===== src/rtl/core/hrlc_pkg.sv =====
// ----------------------------------------------------------------------------
// hrlc_pkg
// Types and constants shared by the hex record line checker.
// ----------------------------------------------------------------------------
package hrlc_pkg;

    localparam int CHAR_W         = 8;
    localparam int VERDICT_W      = 3;
    localparam int NIBBLE_W       = 4;
    localparam int DIGIT_CNT_W    = 10;
    localparam int PHASE_W        = 2;

    // Fixed record overhead in hex digits: count, address, type, checksum.
    localparam int MIN_RECORD_DIGITS = 10;

    localparam logic [DIGIT_CNT_W-1:0] DIGIT_LIMIT = '1;

    localparam logic [CHAR_W-1:0] CH_SPACE = 8'h20;
    localparam logic [CHAR_W-1:0] CH_TAB   = 8'h09;
    localparam logic [CHAR_W-1:0] CH_CR    = 8'h0D;
    localparam logic [CHAR_W-1:0] CH_LF    = 8'h0A;
    localparam logic [CHAR_W-1:0] CH_COLON = 8'h3A;
    localparam logic [CHAR_W-1:0] CH_0     = 8'h30;
    localparam logic [CHAR_W-1:0] CH_9     = 8'h39;
    localparam logic [CHAR_W-1:0] CH_UA    = 8'h41;
    localparam logic [CHAR_W-1:0] CH_UF    = 8'h46;
    localparam logic [CHAR_W-1:0] CH_LA    = 8'h61;
    localparam logic [CHAR_W-1:0] CH_LF_HEX = 8'h66;

    localparam logic [PHASE_W-1:0] PH_START  = 2'd0;
    localparam logic [PHASE_W-1:0] PH_BLANK  = 2'd1;
    localparam logic [PHASE_W-1:0] PH_RECORD = 2'd2;

    localparam logic [VERDICT_W-1:0] VD_VALID        = 3'd0;
    localparam logic [VERDICT_W-1:0] VD_BAD_FORMAT   = 3'd1;
    localparam logic [VERDICT_W-1:0] VD_ODD_DIGITS   = 3'd2;
    localparam logic [VERDICT_W-1:0] VD_BAD_LENGTH   = 3'd3;
    localparam logic [VERDICT_W-1:0] VD_BAD_CHECKSUM = 3'd4;

    typedef struct packed {
        logic                is_space;
        logic                is_colon;
        logic                is_hex;
        logic [NIBBLE_W-1:0] nibble;
    } char_class_t;

endpackage


===== src/rtl/core/hrlc_line_state.sv =====
// ----------------------------------------------------------------------------
// hrlc_line_state
// Per-line state: phase, format flag, digit pairing, count byte, byte sum.
// Produces the line verdict on the last character.
// ----------------------------------------------------------------------------
module hrlc_line_state (
    input  logic                           clk,
    input  logic                           rst_n,
    input  logic                           step,
    input  logic                           last,
    input  hrlc_pkg::char_class_t          cls,
    output logic [hrlc_pkg::VERDICT_W-1:0] verdict,
    output logic [hrlc_pkg::PHASE_W-1:0]   phase
);
    import hrlc_pkg::*;

    logic [PHASE_W-1:0]     phase_reg,     phase_next;
    logic                   fmt_err_reg,   fmt_err_next;
    logic [NIBBLE_W-1:0]    high_nib_reg,  high_nib_next;
    logic [DIGIT_CNT_W-1:0] digit_cnt_reg, digit_cnt_next;
    logic [7:0]             count_reg,     count_next;
    logic [7:0]             sum_reg,       sum_next;
    logic [7:0]             byte_val;
    logic [DIGIT_CNT_W:0]   expect_len;

    assign byte_val   = {high_nib_reg, cls.nibble};
    assign expect_len = {2'b00, count_next, 1'b0} + (DIGIT_CNT_W+1)'(MIN_RECORD_DIGITS);
    assign phase      = phase_reg;

    always_comb
    begin
        phase_next     = phase_reg;
        fmt_err_next   = fmt_err_reg;
        high_nib_next  = high_nib_reg;
        digit_cnt_next = digit_cnt_reg;
        count_next     = count_reg;
        sum_next       = sum_reg;
        unique case (phase_reg)
            PH_START:
            begin
                if (cls.is_space)
                begin
                    phase_next = PH_BLANK;
                end
                else
                begin
                    phase_next = PH_RECORD;
                    if (!cls.is_colon)
                    begin
                        fmt_err_next = 1'b1;
                    end
                end
            end
            PH_BLANK:
            begin
                if (!cls.is_space)
                begin
                    phase_next   = PH_RECORD;
                    fmt_err_next = 1'b1;
                end
            end
            default:
            begin
                if (!cls.is_hex)
                begin
                    fmt_err_next = 1'b1;
                end
                else
                begin
                    if (!digit_cnt_reg[0])
                    begin
                        high_nib_next = cls.nibble;
                    end
                    else
                    begin
                        if (digit_cnt_reg == DIGIT_CNT_W'(1))
                        begin
                            count_next = byte_val;
                        end
                        sum_next = sum_reg + byte_val;
                    end
                    // saturate while keeping parity exact
                    if (digit_cnt_reg == DIGIT_LIMIT)
                    begin
                        digit_cnt_next = DIGIT_LIMIT - DIGIT_CNT_W'(1);
                    end
                    else
                    begin
                        digit_cnt_next = digit_cnt_reg + DIGIT_CNT_W'(1);
                    end
                end
            end
        endcase
    end

    always_comb
    begin
        priority if (phase_next == PH_BLANK)
        begin
            verdict = VD_VALID;
        end
        else if (fmt_err_next || digit_cnt_next == '0)
        begin
            verdict = VD_BAD_FORMAT;
        end
        else if (digit_cnt_next[0])
        begin
            verdict = VD_ODD_DIGITS;
        end
        else if (expect_len != {1'b0, digit_cnt_next})
        begin
            verdict = VD_BAD_LENGTH;
        end
        else if (sum_next != 8'h00)
        begin
            verdict = VD_BAD_CHECKSUM;
        end
        else
        begin
            verdict = VD_VALID;
        end
    end

    always_ff @(posedge clk or negedge rst_n)
    begin
        if (!rst_n)
        begin
            phase_reg     <= PH_START;
            fmt_err_reg   <= 1'b0;
            high_nib_reg  <= '0;
            digit_cnt_reg <= '0;
            count_reg     <= '0;
            sum_reg       <= '0;
        end
        else if (step)
        begin
            if (last)
            begin
                phase_reg     <= PH_START;
                fmt_err_reg   <= 1'b0;
                high_nib_reg  <= '0;
                digit_cnt_reg <= '0;
                count_reg     <= '0;
                sum_reg       <= '0;
            end
            else
            begin
                phase_reg     <= phase_next;
                fmt_err_reg   <= fmt_err_next;
                high_nib_reg  <= high_nib_next;
                digit_cnt_reg <= digit_cnt_next;
                count_reg     <= count_next;
                sum_reg       <= sum_next;
            end
        end
    end

endmodule


===== config.mk =====
export PLATFORM = sky130hd
export DESIGN_NAME = hrlc_line_state
export DESIGN_NICKNAME = d
export VERILOG_FILES = /design/src/rtl/core/hrlc_pkg.sv /design/src/rtl/core/hrlc_line_state.sv
export SDC_FILE = /design/constraint.sdc
export NUM_CORES = 1
export LEC_CHECK = 0
export BUFFER_PORTS_ARGS = -buffer_cell sky130_fd_sc_hd__buf_2
export CAP_MARGIN = 20
export CORE_AREA = 2 2 97 99
export DETAILED_ROUTE_END_ITERATION = 12
export DIE_AREA = 0 0 99 101
export PLACE_DENSITY = 0.47
export SETUP_SLACK_MARGIN = 0.02
export SYNTH_ARGS = -nofsm -noshare
export SYNTH_HDL_FRONTEND = slang
export SYNTH_SLANG_ARGS = --single-unit

===== constraint.sdc =====
create_clock -name clk -period 3.4 [get_ports clk]
set_clock_uncertainty 0.15 [all_clocks]
set_input_delay 0.34 -clock clk [delete_from_list [all_inputs] [get_ports clk]]
set_output_delay 0.34 -clock clk [all_outputs]
set_load 0.03 [all_outputs]

# Word-level counts from Yosys, hierarchy flattened
# Index checks and enable logic that the tools add are counted.
# classes
n_eq_ne	7
reduce_logical	7
muxes	32
add_sub_neg	3
# ops
operator	n
8-bit two-way mux	9
10-bit two-way mux	4
4-bit two-way mux	4
3-bit two-way mux	5
10-bit by 1-bit adder with 10-bit output (second input constant)	1
9-bit by 4-bit adder with 10-bit output (second input constant)	1
10-bit by 1-bit equality test with 1-bit output (second input constant)	1
10-bit equality test (second input constant)	1
10-bit logical NOT	1
10-bit != test	1
8-bit adder	1
8-bit nonzero test	1
2-bit two-way mux	3
1-bit two-way mux	5
2-bit by 1-bit equality test with 1-bit output (second input constant)	2
2-bit one-hot mux with 2 select lines	1
4-bit AND reduction	1
2-bit logical NOT	1
2-bit by 1-bit != test with 1-bit output (second input constant)	1
2-bit != test (second input constant)	1
1-bit one-hot mux with 2 select lines	1
2-bit nonzero test	1
2-bit OR reduction	1
1-bit logical OR	1
# word_totals
reg_bits	33
wordCells	55
input_bits	11

# Depth between registers and ports, before layout
# Gate-level depths: netlist of run 1.
# depth
word_depth	11
mapped_depth	16

# Least setup slack after synthesis of run 1
# Ideal clock, no wire load.
# synth_path
kind	register to output
from	register phase_reg[1] (netlist: phase[1])
to	output port verdict[2] (netlist bit)
stages_incl_launch_ff	15
t_required_ns	2.910
t_arrival_ns	3.615
path_buffers	3
path_slack_ns	-0.705
cell_sequence	dfrtp_1 -> buf_6 -> and3_2 -> buf_2 -> nand4_2 -> buf_6 -> mux2_2 -> ha_1 -> o2111ai_1 -> xor2_1 -> o21ai_0 -> xnor2_1 -> nand3_1 -> or4b_4 -> a211oi_2
# synth_via
elab_chain_cells	9
elab_cells_between_ends	20
# synth_rtl
element	line	text
start, declared	hrlc_line_state.sv:17	logic [PHASE_W-1:0] phase_reg, phase_next;
start signal, assigned	hrlc_line_state.sv:148	phase_reg <= phase_next;
2-bit by 1-bit equality test with 1-bit output / 2-bit logical NOT (equally long branches)	hrlc_line_state.sv:38	unique case (phase_reg)
2-bit OR reduction (no source line)	n/a	
8-bit two-way mux	hrlc_line_state.sv:38	
9-bit by 4-bit adder with 10-bit output / 8-bit nonzero test (equally long branches)	hrlc_line_state.sv:27, hrlc_line_state.sv:114	
10-bit != test / 3-bit two-way mux (equally long branches)	hrlc_line_state.sv:110, hrlc_line_state.sv:114	
3-bit two-way mux	hrlc_line_state.sv:110	else if (expect_len != {1'b0, digit_cnt_next})
3-bit two-way mux	hrlc_line_state.sv:106	else if (digit_cnt_next[0])
3-bit two-way mux	hrlc_line_state.sv:102	else if (fmt_err_next || digit_cnt_next == '0)
3-bit two-way mux (*)	hrlc_line_state.sv:98	priority if (phase_next == PH_BLANK)
end, declared	hrlc_line_state.sv:12	output logic [hrlc_pkg::VERDICT_W-1:0] verdict,
# Mark *: on every way between the ends. The rest lies on a longest branch, timed or not.

# Final worst setup path of run 1
# layout_path
from	register digit_cnt_reg[1]
to	output port verdict[2] (netlist bit)
# layout_via
elab_chain_cells	11
elab_cells_between_ends	18
# layout_rtl
element	line	text
start, declared	hrlc_line_state.sv:20	logic [DIGIT_CNT_W-1:0] digit_cnt_reg, digit_cnt_next;
start signal, assigned	hrlc_line_state.sv:151	digit_cnt_reg <= digit_cnt_next;
10-bit by 1-bit equality test with 1-bit output	hrlc_line_state.sv:76	if (digit_cnt_reg == DIGIT_CNT_W'(1))
8-bit two-way mux	hrlc_line_state.sv:76	
8-bit two-way mux	hrlc_line_state.sv:70	if (!digit_cnt_reg[0])
8-bit two-way mux	hrlc_line_state.sv:64	if (!cls.is_hex)
8-bit two-way mux	hrlc_line_state.sv:38	
9-bit by 4-bit adder with 10-bit output	hrlc_line_state.sv:27	assign expect_len = {2'b00, count_next, 1'b0} + (DIGIT_CNT_W+1)'(MIN_RECORD_DIGITS);
10-bit != test	hrlc_line_state.sv:110	
3-bit two-way mux	hrlc_line_state.sv:110	
3-bit two-way mux	hrlc_line_state.sv:106	
3-bit two-way mux (*)	hrlc_line_state.sv:102	
3-bit two-way mux (*)	hrlc_line_state.sv:98	
# Marks and branches as above.

==> flow_metrics.env, run 1 <==
export IMPL_layout_drive_gt1_share_pct=28.0
export IMPL_synth_distinct_cells=56
export IMPL_portBuffers=15
export IMPL_drt_wl_total_um=7780
export IMPL_ys_seq_area_share_pct=31.3
export IMPL_antenna_cells=0
export IMPL_antenna_found_initial=0
export IMPL_yosysWarningCount=0
export IMPL_most_common_layout_cells="buf_4 (42), dfrtp_1 (32), nand2_1 (29)"
export IMPL_ir_worst_vdd_mv=0.143
export IMPL_clk_path_buf_depth=2
export IMPL_fin_util_pct=36.7
export IMPL_place_ws_ns=-0.304
export IMPL_rows=35
export IMPL_status="finished with violations"
export IMPL_syn_nets=327
export IMPL_ys_flop_type="dfrtp_1"
export IMPL_grt_usage_pct=16.2
export IMPL_final_hold_viol_count=13
export IMPL_start_kind="register"
export IMPL_cts_sinks=33
export IMPL_die_w_um=99
export IMPL_avgRoutedWirePerCell_um=16.7
export IMPL_grt_remaining_overflow=0
export IMPL_root_buffer="clkbuf_8"
export IMPL_die_area_um2=10000
export IMPL_maxCapViolCount=0
export IMPL_synthToLayoutAreaGrowth_pct=24.9
export IMPL_insertion_delay_ns=0.29
export IMPL_period_minus_slack_ns=3.95
export IMPL_power_mw=1.07
export IMPL_max_clock_freq_mhz=253
export IMPL_h_tree_depth=2
export IMPL_antenna_left=0
export IMPL_dp_hpwl_um=5740
export IMPL_critical_path_slowest_cell="or4b_4"
export IMPL_rrSetupSlack_ns=0.68
export IMPL_violations="negative hold slack, negative setup slack"
export IMPL_slowest_delay_ns=0.51
export IMPL_netlist_area_um2=2640
export IMPL_setup_tns_ns=-1.24
export IMPL_setup_viol=3
export IMPL_fin_ws_ns=-0.550
export IMPL_max_slew_worst_pin_slew_ns=0.854
export IMPL_fin_crit_sh_pct=116
export IMPL_cts_clk_slew_worst_paths_ns=0.07
export IMPL_synth_edff_count=0
export IMPL_critPathCaptureType="primary output"
export IMPL_required_ns=2.91
export IMPL_syn_inst=305
export IMPL_grt_pass1_vias=2438
export IMPL_die_h_um=101
export IMPL_synthArstFlopShare_pct=100
export IMPL_final_cell_area_um2=3300
export IMPL_largest_reg_flops=10
export IMPL_pwr_density_cell_nw_per_um2=325
export IMPL_drt_iter0_markers=64
export IMPL_grt_pass1_wl_um=12800
export IMPL_grt_max_degree=35
export IMPL_worst_path_max_fanout=5
export IMPL_start_util_pct=29.4
export IMPL_critPathKind="reg2out"
export IMPL_cts_tree="done"
export IMPL_placed_area_um2=3100
export IMPL_numCtsBuffers=5
export IMPL_core_area_um2=8980
export IMPL_final_nets=375
export IMPL_stdcell_count=465
export IMPL_pin_count=16
export IMPL_hp_class="in2async"
export IMPL_hold_ws_ns=-0.00616
export IMPL_worstPathCellList="inv_2, ha_4, nor4b_4, nand4_4, mux2_4, ha_4, o21ai_1, xor2_1, a21oi_2, xnor2_1, nor3_2, or4b_4, a211oi_4, buf_6"
export IMPL_power_leakage_nw=1.41
export IMPL_max_slew_margin_rel_pct=42.3
export IMPL_worst_endpoint_arrival_ns=3.46
export IMPL_crit_top_cell="ha_4"
export IMPL_drc=0
export IMPL_syn_area_per_cell_um2=8.66
export IMPL_slew_viol_final=0
export IMPL_vias_per_cell=5.21
export IMPL_via_count=2424
export IMPL_drt_pass1_iterations=6
export IMPL_layout_commonest_cell="buf_4"
export IMPL_place_gp_congestion=0.840
export IMPL_rsz0062_at_grt="yes"
export IMPL_ys_ff_latch=33
export IMPL_dp_cells=451
[Yosys cell counts (2+ instances only)]
cell | count | area share [%]
nor3_2 | 2 | 0.76
a22o_1 | 10 | 3.3
a31oi_1 | 3 | 0.71
xor2_1 | 9 | 3.0
a22oi_1 | 5 | 1.4
or2_2 | 2 | 0.47
clkbuf_1 | 6 | 0.85
nand4_1 | 3 | 0.71
a211oi_1 | 2 | 0.57
buf_6 | 6 | 2.6
o22ai_1 | 17 | 4.0
o41ai_1 | 2 | 0.66
o2111ai_1 | 2 | 0.66
a21o_1 | 2 | 0.57
dfrtp_1 | 33 | 31
a21oi_1 | 21 | 4.0
or3_1 | 2 | 0.47
o21ai_0 | 14 | 2.7
nor2b_1 | 4 | 0.95
a32o_1 | 2 | 0.76
nand4_2 | 2 | 0.95
and2_2 | 2 | 0.57
nand2_1 | 29 | 4.1
nor3_1 | 9 | 1.7
buf_2 | 2 | 0.38
nand3_1 | 11 | 2.1
inv_1 | 23 | 3.3
ha_1 | 10 | 4.7
xnor2_1 | 16 | 5.3
a2bb2oi_1 | 3 | 1.0
mux2i_1 | 8 | 3.0
nor4_1 | 2 | 0.47
nor2_1 | 18 | 2.6
[worst max-delay path: cells and delay by family, from the launching register on]
family                   cells  cell delay (ns)
AND/OR/NAND/NOR              4             1.11
AO/OA/AOI/OAI                3             0.42
flip-flops                   1             0.39
multiplexers                 1             0.35
buffers and inverters        2             0.23
XOR/XNOR                     2             0.35
adder cells (fa/ha/maj)      2             0.30
[area by class of cell]
| cell class | instances | area [um^2] |
|---|---|---|
| Inverter | 23 | 86.3 |
| Timing Repair Buffer | 57 | 409 |
| Clock inverter | 2 | 13.8 |
| Fill cell | 928 | 5680 |
| Multi-Input combinational cell | 233 | 1740 |
| Clock buffer | 6 | 82.6 |
| Tap cell | 111 | 139 |
| Sequential cell | 33 | 827 |
[worst paths after layout]
kind	from	to	cells after the start
max	digit_cnt_reg[1]	verdict[2]	14
min reg2reg	phase[0]	phase[0]	1
min in group clk	cls[1]	high_nib_reg[1]	2
max reg2reg	sum_reg[1]	sum_reg[7]	9
min	rst_n	digit_cnt_reg[5]	1
max in group asynchronous	rst_n	phase[1]	1
[what timing repair did]
item / CTS / global route
gates cloned: 0 / 0
endpoints found under the setup margin: 3 / 3
pin swaps: 9 / 6
gates resized for setup: 9 / 5
setup buffers: 6 / 4
hold buffers: 0 / 0
hold endpoints to repair: 0 / 0
[metal layers]
metal	vias to the layer above	global-route usage (%)	part of all wire, %
met3	12	2.91	4.6
met2	47	26.9	48
met1	1161	21.6	46
met4	0	5.06	1.7
met5	-	0	0
li1	1204	-	-
[cell families (layout without fill, tap and decap cells)]
family                   after synthesis  after routing  share of synthesized area (%)
multiplexers                          10             10                           4.31
AND/OR/NAND/NOR                       95             95                           19.7
adder cells (fa/ha/maj)               11             11                           5.50
XOR/XNOR                              25             25                           8.29
buffers and inverters                 39             88                           7.49
AO/OA/AOI/OAI                         92             92                           23.5
flip-flops                            33             33                           31.3
[power by group]
group	total (mW)	internal (mW)	switching (mW)
sequential	0.454	0.419	0.0349
combinational	0.294	0.124	0.170
clock	0.325	0.164	0.161
(Power assumes the default switching activity.)
==> run 2, diff against run 1 <==
--- a/config.mk
+++ b/config.mk
@@ -10,7 +10,9 @@
 export CORE_AREA = 2 2 97 99
 export DETAILED_ROUTE_END_ITERATION = 12
 export DIE_AREA = 0 0 99 101
+export MAX_ROUTING_LAYER = met4
 export PLACE_DENSITY = 0.47
+export RECOVER_POWER = 50
 export SETUP_SLACK_MARGIN = 0.02
 export SYNTH_ARGS = -nofsm -noshare
 export SYNTH_HDL_FRONTEND = slang
==> run 2 against run 1 <==
The flow finishes with violations (max-capacitance violations, max-slew violations, negative setup slack). Largest power group unchanged. Sequential power about the same. Critical endpoint unchanged. Sequential cell count stayed put. Largest cell class unchanged. Routed wire length about the same. Clock power barely moved. Sequential share of layout area about the same. Die area unchanged. Critical path type unchanged. Final cell count did not move. First-iteration DRC count down 4.7%.
==> flow_metrics.env, run 2 (synthesized netlist as in run 1, its figures left out) <==
export IMPL_grt_pass1_wl_um=12800
export IMPL_cts_clk_slew_worst_paths_ns=0.08
export IMPL_drc=0
export IMPL_placed_area_um2=3100
export IMPL_crit_family="simple AND/OR/NAND/NOR gates"
export IMPL_worst_path_max_fanout=5
export IMPL_pin_count=16
export IMPL_required_ns=2.91
export IMPL_cellInternalPower_mw=0.706
export IMPL_regArea_um2=827
export IMPL_h_tree_depth=2
export IMPL_fin_crit_sh_pct=116
export IMPL_core_area_um2=8980
export IMPL_numCtsBuffers=5
export IMPL_grt_remaining_overflow=0
export IMPL_synthToLayoutAreaGrowth_pct=24.7
export IMPL_via_count=2422
export IMPL_setup_viol=3
export IMPL_place_gp_congestion=0.853
export IMPL_dp_hpwl_um=5740
export IMPL_critical_path_slowest_cell="or4b_4"
export IMPL_pwr_share_seq_pct=42.4
export IMPL_clk_path_buf_depth=2
export IMPL_final_cell_area_um2=3290
export IMPL_layout_commonest_cell="buf_4"
export IMPL_start_kind="register"
export IMPL_avgRoutedWirePerCell_um=16.7
export IMPL_fin_ws_ns=-0.548
export IMPL_portBuffers=15
export IMPL_max_slew_worst_pin_slew_ns=1.98
export IMPL_status="finished with violations"
export IMPL_max_clock_freq_mhz=253
export IMPL_final_nets=375
export IMPL_critPathKind="reg2out"
export IMPL_largest_reg_flops=10
export IMPL_final_hold_viol_count=0
export IMPL_cts_tree="done"
export IMPL_worst_endpoint_arrival_ns=3.46
export IMPL_slew_viol_final=34
export IMPL_clockPowerShare_pct=30.3
export IMPL_root_buffer="clkbuf_8"
export IMPL_path_buf_inv=2
export IMPL_die_w_um=99
export IMPL_place_ws_ns=-0.304
export IMPL_rows=35
export IMPL_maxCapViolCount=1
export IMPL_hold_ws_ns=0.238
export IMPL_hp_class="in2reg"
export IMPL_slowest_delay_ns=0.51
export IMPL_antenna_found_initial=0
export IMPL_grt_usage_pct=16.7
export IMPL_cts_sinks=33
export IMPL_die_area_um2=10000
export IMPL_grt_max_degree=35
export IMPL_violations="max-capacitance violations, max-slew violations, negative setup slack"
export IMPL_crit_top_cell="ha_4"
export IMPL_multi_input_area_um2=1740
export IMPL_most_common_layout_cells="buf_4 (41), dfrtp_1 (32), nand2_1 (29)"
export IMPL_worstPathCellList="inv_2, ha_4, nor4b_4, nand4_4, mux2_4, ha_4, o21ai_1, xor2_1, a21oi_2, xnor2_1, nor3_2, or4b_4, a211oi_4, buf_6"
export IMPL_vias_per_cell=5.21
export IMPL_combPwrFrac_pct=27.3
export IMPL_power_leakage_nw=1.40
export IMPL_critPathCaptureType="primary output"
export IMPL_ir_worst_vdd_mv=0.143
export IMPL_fillCellCount=931
export IMPL_insertion_delay_ns=0.29
export IMPL_start_util_pct=29.4
export IMPL_period_minus_slack_ns=3.95
export IMPL_drt_wl_total_um=7770
export IMPL_antenna_cells=0
export IMPL_drt_iter0_markers=61
export IMPL_layout_drive_gt1_share_pct=27.4
export IMPL_die_h_um=101
export IMPL_p_sw_share_pct=34.0
export IMPL_max_slew_margin_rel_pct=-32.3
export IMPL_grt_pass1_vias=2440
export IMPL_rsz0062_at_grt="yes"
export IMPL_antenna_left=0
export IMPL_power_mw=1.07
export IMPL_pwr_density_cell_nw_per_um2=325
export IMPL_p_switching_mw=0.365
export IMPL_drt_pass1_iterations=4
-- run 2: cell count changes in the layout (fill, tap and decap cells not counted) --
cell and change:
buf_2 -1, buf_4 -1, clkbuf_1 +2
-- run 2: final cells by class --
cell class                 count  area share [%]
inverter                      23            2.62
multi-input combinational    233            52.8
sequential                    33            25.1
timing repair buffer          57            12.3
clock inverter                 2           0.418
clock buffer                   6            2.51
tap                          111            4.22
-- run 2: metal layers --
layer | global-route usage [%] | up-vias | routed length, um
li1 | - | 1205 | -
met4 | 5.06 | 0 | 112
met1 | 21.6 | 1159 | 3580
met2 | 26.9 | 48 | 3810
met3 | 2.77 | 10 | 263
met5 | - | - | 0
-- run 2: path summary, 6_finish.rpt --
| check | start | cells after the start | to | slack [ns] |
|---|---|---|---|---|
| min in group asynchronous | rst_n | 1 | digit_cnt_reg[5] | 0.45 |
| worst max-delay path | digit_cnt_reg[1] | 14 | verdict[2] | -0.55 |
| worst min-delay path | cls[1] | 2 | high_nib_reg[1] | 0.24 |
| max in group asynchronous | rst_n | 1 | phase[1] | 1.37 |
| worst max register to register | sum_reg[1] | 9 | sum_reg[7] | 0.68 |
| worst min register to register | phase[0] | 1 | phase[0] | 0.37 |
-- run 2: timing repair --
item	4_1_cts	5_1_grt
hold buffers	0	0
endpoints found under the setup margin	3	3
pin swaps	9	6
gates resized for setup	9	5
buffers inserted	6	4
-- run 2: stage by stage --
step	TNS [ns]	instances	utilization (%)
after floorplan	-0.512	305	-
after global placement	-0.404	451	34.5
after detailed placement	-0.509	451	34.5
after CTS	-1.45	465	36.5
after global routing	-1.73	465	36.7
final	-1.27	465	36.7
-- run 2: worst register-to-register path, delay by kind of cell (launching register included) --
family | cells | cell delay [ns]
DFF | 1 | 0.45
xor gates and xnor gates | 2 | 0.53
AOI/OAI and AO/OA | 5 | 1.08
adders and majority gates | 1 | 0.29
and+or+nand+nor | 1 | 0.09
-- run 2: power groups by stage --
stage | logic [mW] | registers, mW | clock network (mW)
2_1_floorplan | 0.201 | 0.456 | 0
3_5_place_dp | 0.287 | 0.461 | 0
6_report | 0.292 | 0.454 | 0.325
3_3_place_gp | 0.282 | 0.461 | 0
4_1_cts | 0.300 | 0.454 | 0.337
5_1_grt | 0.325 | 0.459 | 0.350
==> run 3, diff against run 2 <==
--- a/config.mk
+++ b/config.mk
@@ -17,3 +17,4 @@
 export SYNTH_ARGS = -nofsm -noshare
 export SYNTH_HDL_FRONTEND = slang
 export SYNTH_SLANG_ARGS = --single-unit
+export TNS_END_PERCENT = 5
==> run 3 against run 2 <==
The run still ends with max-capacitance violations, max-slew violations, negative setup slack left. Final area is 0.11% lower. Sequential share of layout area hardly changed. Critical endpoint unchanged. First-iteration DRC count is 85% higher. Fmax is 1.4% higher. Critical path type unchanged. Sequential cell count stayed put. Via count is 0.74% lower.
==> flow_metrics.env, run 3 (synthesized netlist as in run 1, its figures left out) <==
export IMPL_dp_hpwl_um=5610
export IMPL_fillCellCount=935
export IMPL_combPwrFrac_pct=25.3
export IMPL_p_sw_share_pct=31.9
export IMPL_largest_reg_flops=10
export IMPL_synthToLayoutAreaGrowth_pct=24.6
export IMPL_required_ns=2.91
export IMPL_max_clock_freq_mhz=257
export IMPL_setup_tns_ns=-1.12
export IMPL_place_gp_congestion=0.804
export IMPL_layout_commonest_cell="buf_4"
export IMPL_rsz0062_at_grt="yes"
export IMPL_power_mw=1.14
export IMPL_grt_remaining_overflow=0
export IMPL_root_buffer="clkbuf_8"
export IMPL_clockPowerShare_pct=35.1
export IMPL_cts_sinks=33
export IMPL_fin_ws_ns=-0.493
export IMPL_antenna_found_initial=0
export IMPL_crit_top_cell="ha_4"
export IMPL_ir_worst_vdd_mv=0.194
export IMPL_cellInternalPower_mw=0.779
export IMPL_grt_usage_pct=16.4
export IMPL_start_kind="register"
export IMPL_fin_crit_sh_pct=114
export IMPL_drc=0
export IMPL_worst_path_max_fanout=5
export IMPL_pin_count=16
export IMPL_via_count=2404
export IMPL_power_leakage_nw=1.40
export IMPL_die_h_um=101
export IMPL_most_common_layout_cells="buf_4 (40), dfrtp_1 (32), nand2_1 (29)"
export IMPL_pwr_density_cell_nw_per_um2=348
export IMPL_maxCapViolCount=1
export IMPL_rrSetupSlack_ns=0.71
export IMPL_slew_viol_final=34
export IMPL_stdcell_count=462
export IMPL_cts_clk_slew_worst_paths_ns=0.07
export IMPL_drt_pass1_iterations=4
export IMPL_final_hold_viol_count=0
export IMPL_avgRoutedWirePerCell_um=16.5
export IMPL_setup_viol=3
export IMPL_grt_pass1_wl_um=12600
export IMPL_drt_iter0_markers=113
export IMPL_die_w_um=99
export IMPL_vias_per_cell=5.20
export IMPL_numCtsBuffers=5
export IMPL_start_util_pct=29.4
export IMPL_grt_max_degree=36
export IMPL_hold_ws_ns=0.243
export IMPL_fin_util_pct=36.6
export IMPL_hp_class="in2reg"
export IMPL_insertion_delay_ns=0.30
export IMPL_place_ws_ns=-0.299
export IMPL_antenna_left=0
export IMPL_final_nets=372
export IMPL_pwr_share_seq_pct=39.6
export IMPL_r2r_cells=9
export IMPL_max_slew_margin_rel_pct=-32.4
export IMPL_critical_path_slowest_cell="or4b_4"
export IMPL_worst_endpoint_arrival_ns=3.40
export IMPL_placed_area_um2=3090
export IMPL_period_minus_slack_ns=3.89
export IMPL_worstHoldPathCells=2
export IMPL_regArea_um2=827
export IMPL_antenna_cells=0
export IMPL_final_cell_area_um2=3290
export IMPL_violations="max-capacitance violations, max-slew violations, negative setup slack"
export IMPL_layout_drive_gt1_share_pct=26.5
export IMPL_h_tree_depth=2
export IMPL_clk_path_buf_depth=2
export IMPL_cts_tree="done"
export IMPL_portBuffers=15
export IMPL_slowest_delay_ns=0.51
export IMPL_die_area_um2=10000
export IMPL_max_slew_worst_pin_slew_ns=1.99
export IMPL_drt_wl_total_um=7630
export IMPL_core_area_um2=8980
export IMPL_rows=35
export IMPL_worstPathCellList="inv_2, ha_4, nor4b_4, nand4_4, mux2_4, ha_4, o2111ai_4, nor2_1, nand2_1, o31ai_2, xnor2_1, nor3_1, or4b_4, a211oi_4, buf_6"
export IMPL_critPathCaptureType="primary output"
export IMPL_multi_input_area_um2=1740
export IMPL_p_switching_mw=0.365
export IMPL_cts_hold_buffers=0
export IMPL_status="finished with violations"
export IMPL_critPathKind="reg2out"
export IMPL_dp_cells=451
export IMPL_grt_pass1_vias=2359
==> run 3: timing repair <==
action                                  4_1_cts  5_1_grt
endpoints found under the setup margin        3        3
pin swaps                                     8        5
gates resized for setup                      10        4
setup buffers                                 0        3
==> run 3: path summary, 6_finish.rpt <==
check	startpoint	end
max	digit_cnt_reg[1]	verdict[2]
min	cls[1]	high_nib_reg[1]
max reg2reg	sum_reg[1]	sum_reg[7]
min reg2reg	phase[0]	phase[0]
max in group asynchronous	rst_n	phase[1]
min in group asynchronous	rst_n	digit_cnt_reg[2]
==> run 3: worst max-delay path, delay by kind of cell (launching register included) <==
| kind | cells | cell delay, ns |
|---|---|---|
| AND/OR/NAND/NOR | 6 | 1.23 |
| AO/OA/AOI/OAI | 3 | 0.46 |
| flip-flops | 1 | 0.39 |
| multiplexers | 1 | 0.35 |
| adder cells (fa/ha/maj) | 2 | 0.30 |
| buffers and inverters | 2 | 0.24 |
| XOR/XNOR | 1 | 0.13 |
==> run 3: power groups by stage <==
| stage | Clock, mW | Sequential, mW | Combinational, mW |
|---|---|---|---|
| floorplan | 0 | 0.456 | 0.200 |
| global placement | 0 | 0.460 | 0.281 |
| detailed placement | 0 | 0.460 | 0.282 |
| CTS | 0.408 | 0.452 | 0.290 |
| global route | 0.423 | 0.458 | 0.332 |
| finish | 0.402 | 0.453 | 0.290 |
==> run 3: per-layer routing <==
layer | track usage [%] | up-vias | routed length, um
met1 | 21.7 | 1166 | 3680
met5 | - | - | 0
met3 | 2.57 | 9 | 158
met4 | 3.90 | 0 | 91
met2 | 26.5 | 31 | 3700
li1 | - | 1198 | -
==> run 3: layout make-up <==
class	instances	area share, %
timing repair buffer	54	11.4
multi-input combinational	233	53.0
clock inverter	2	1.14
tap	111	4.22
clock buffer	6	2.51
inverter	23	2.62
sequential	33	25.1
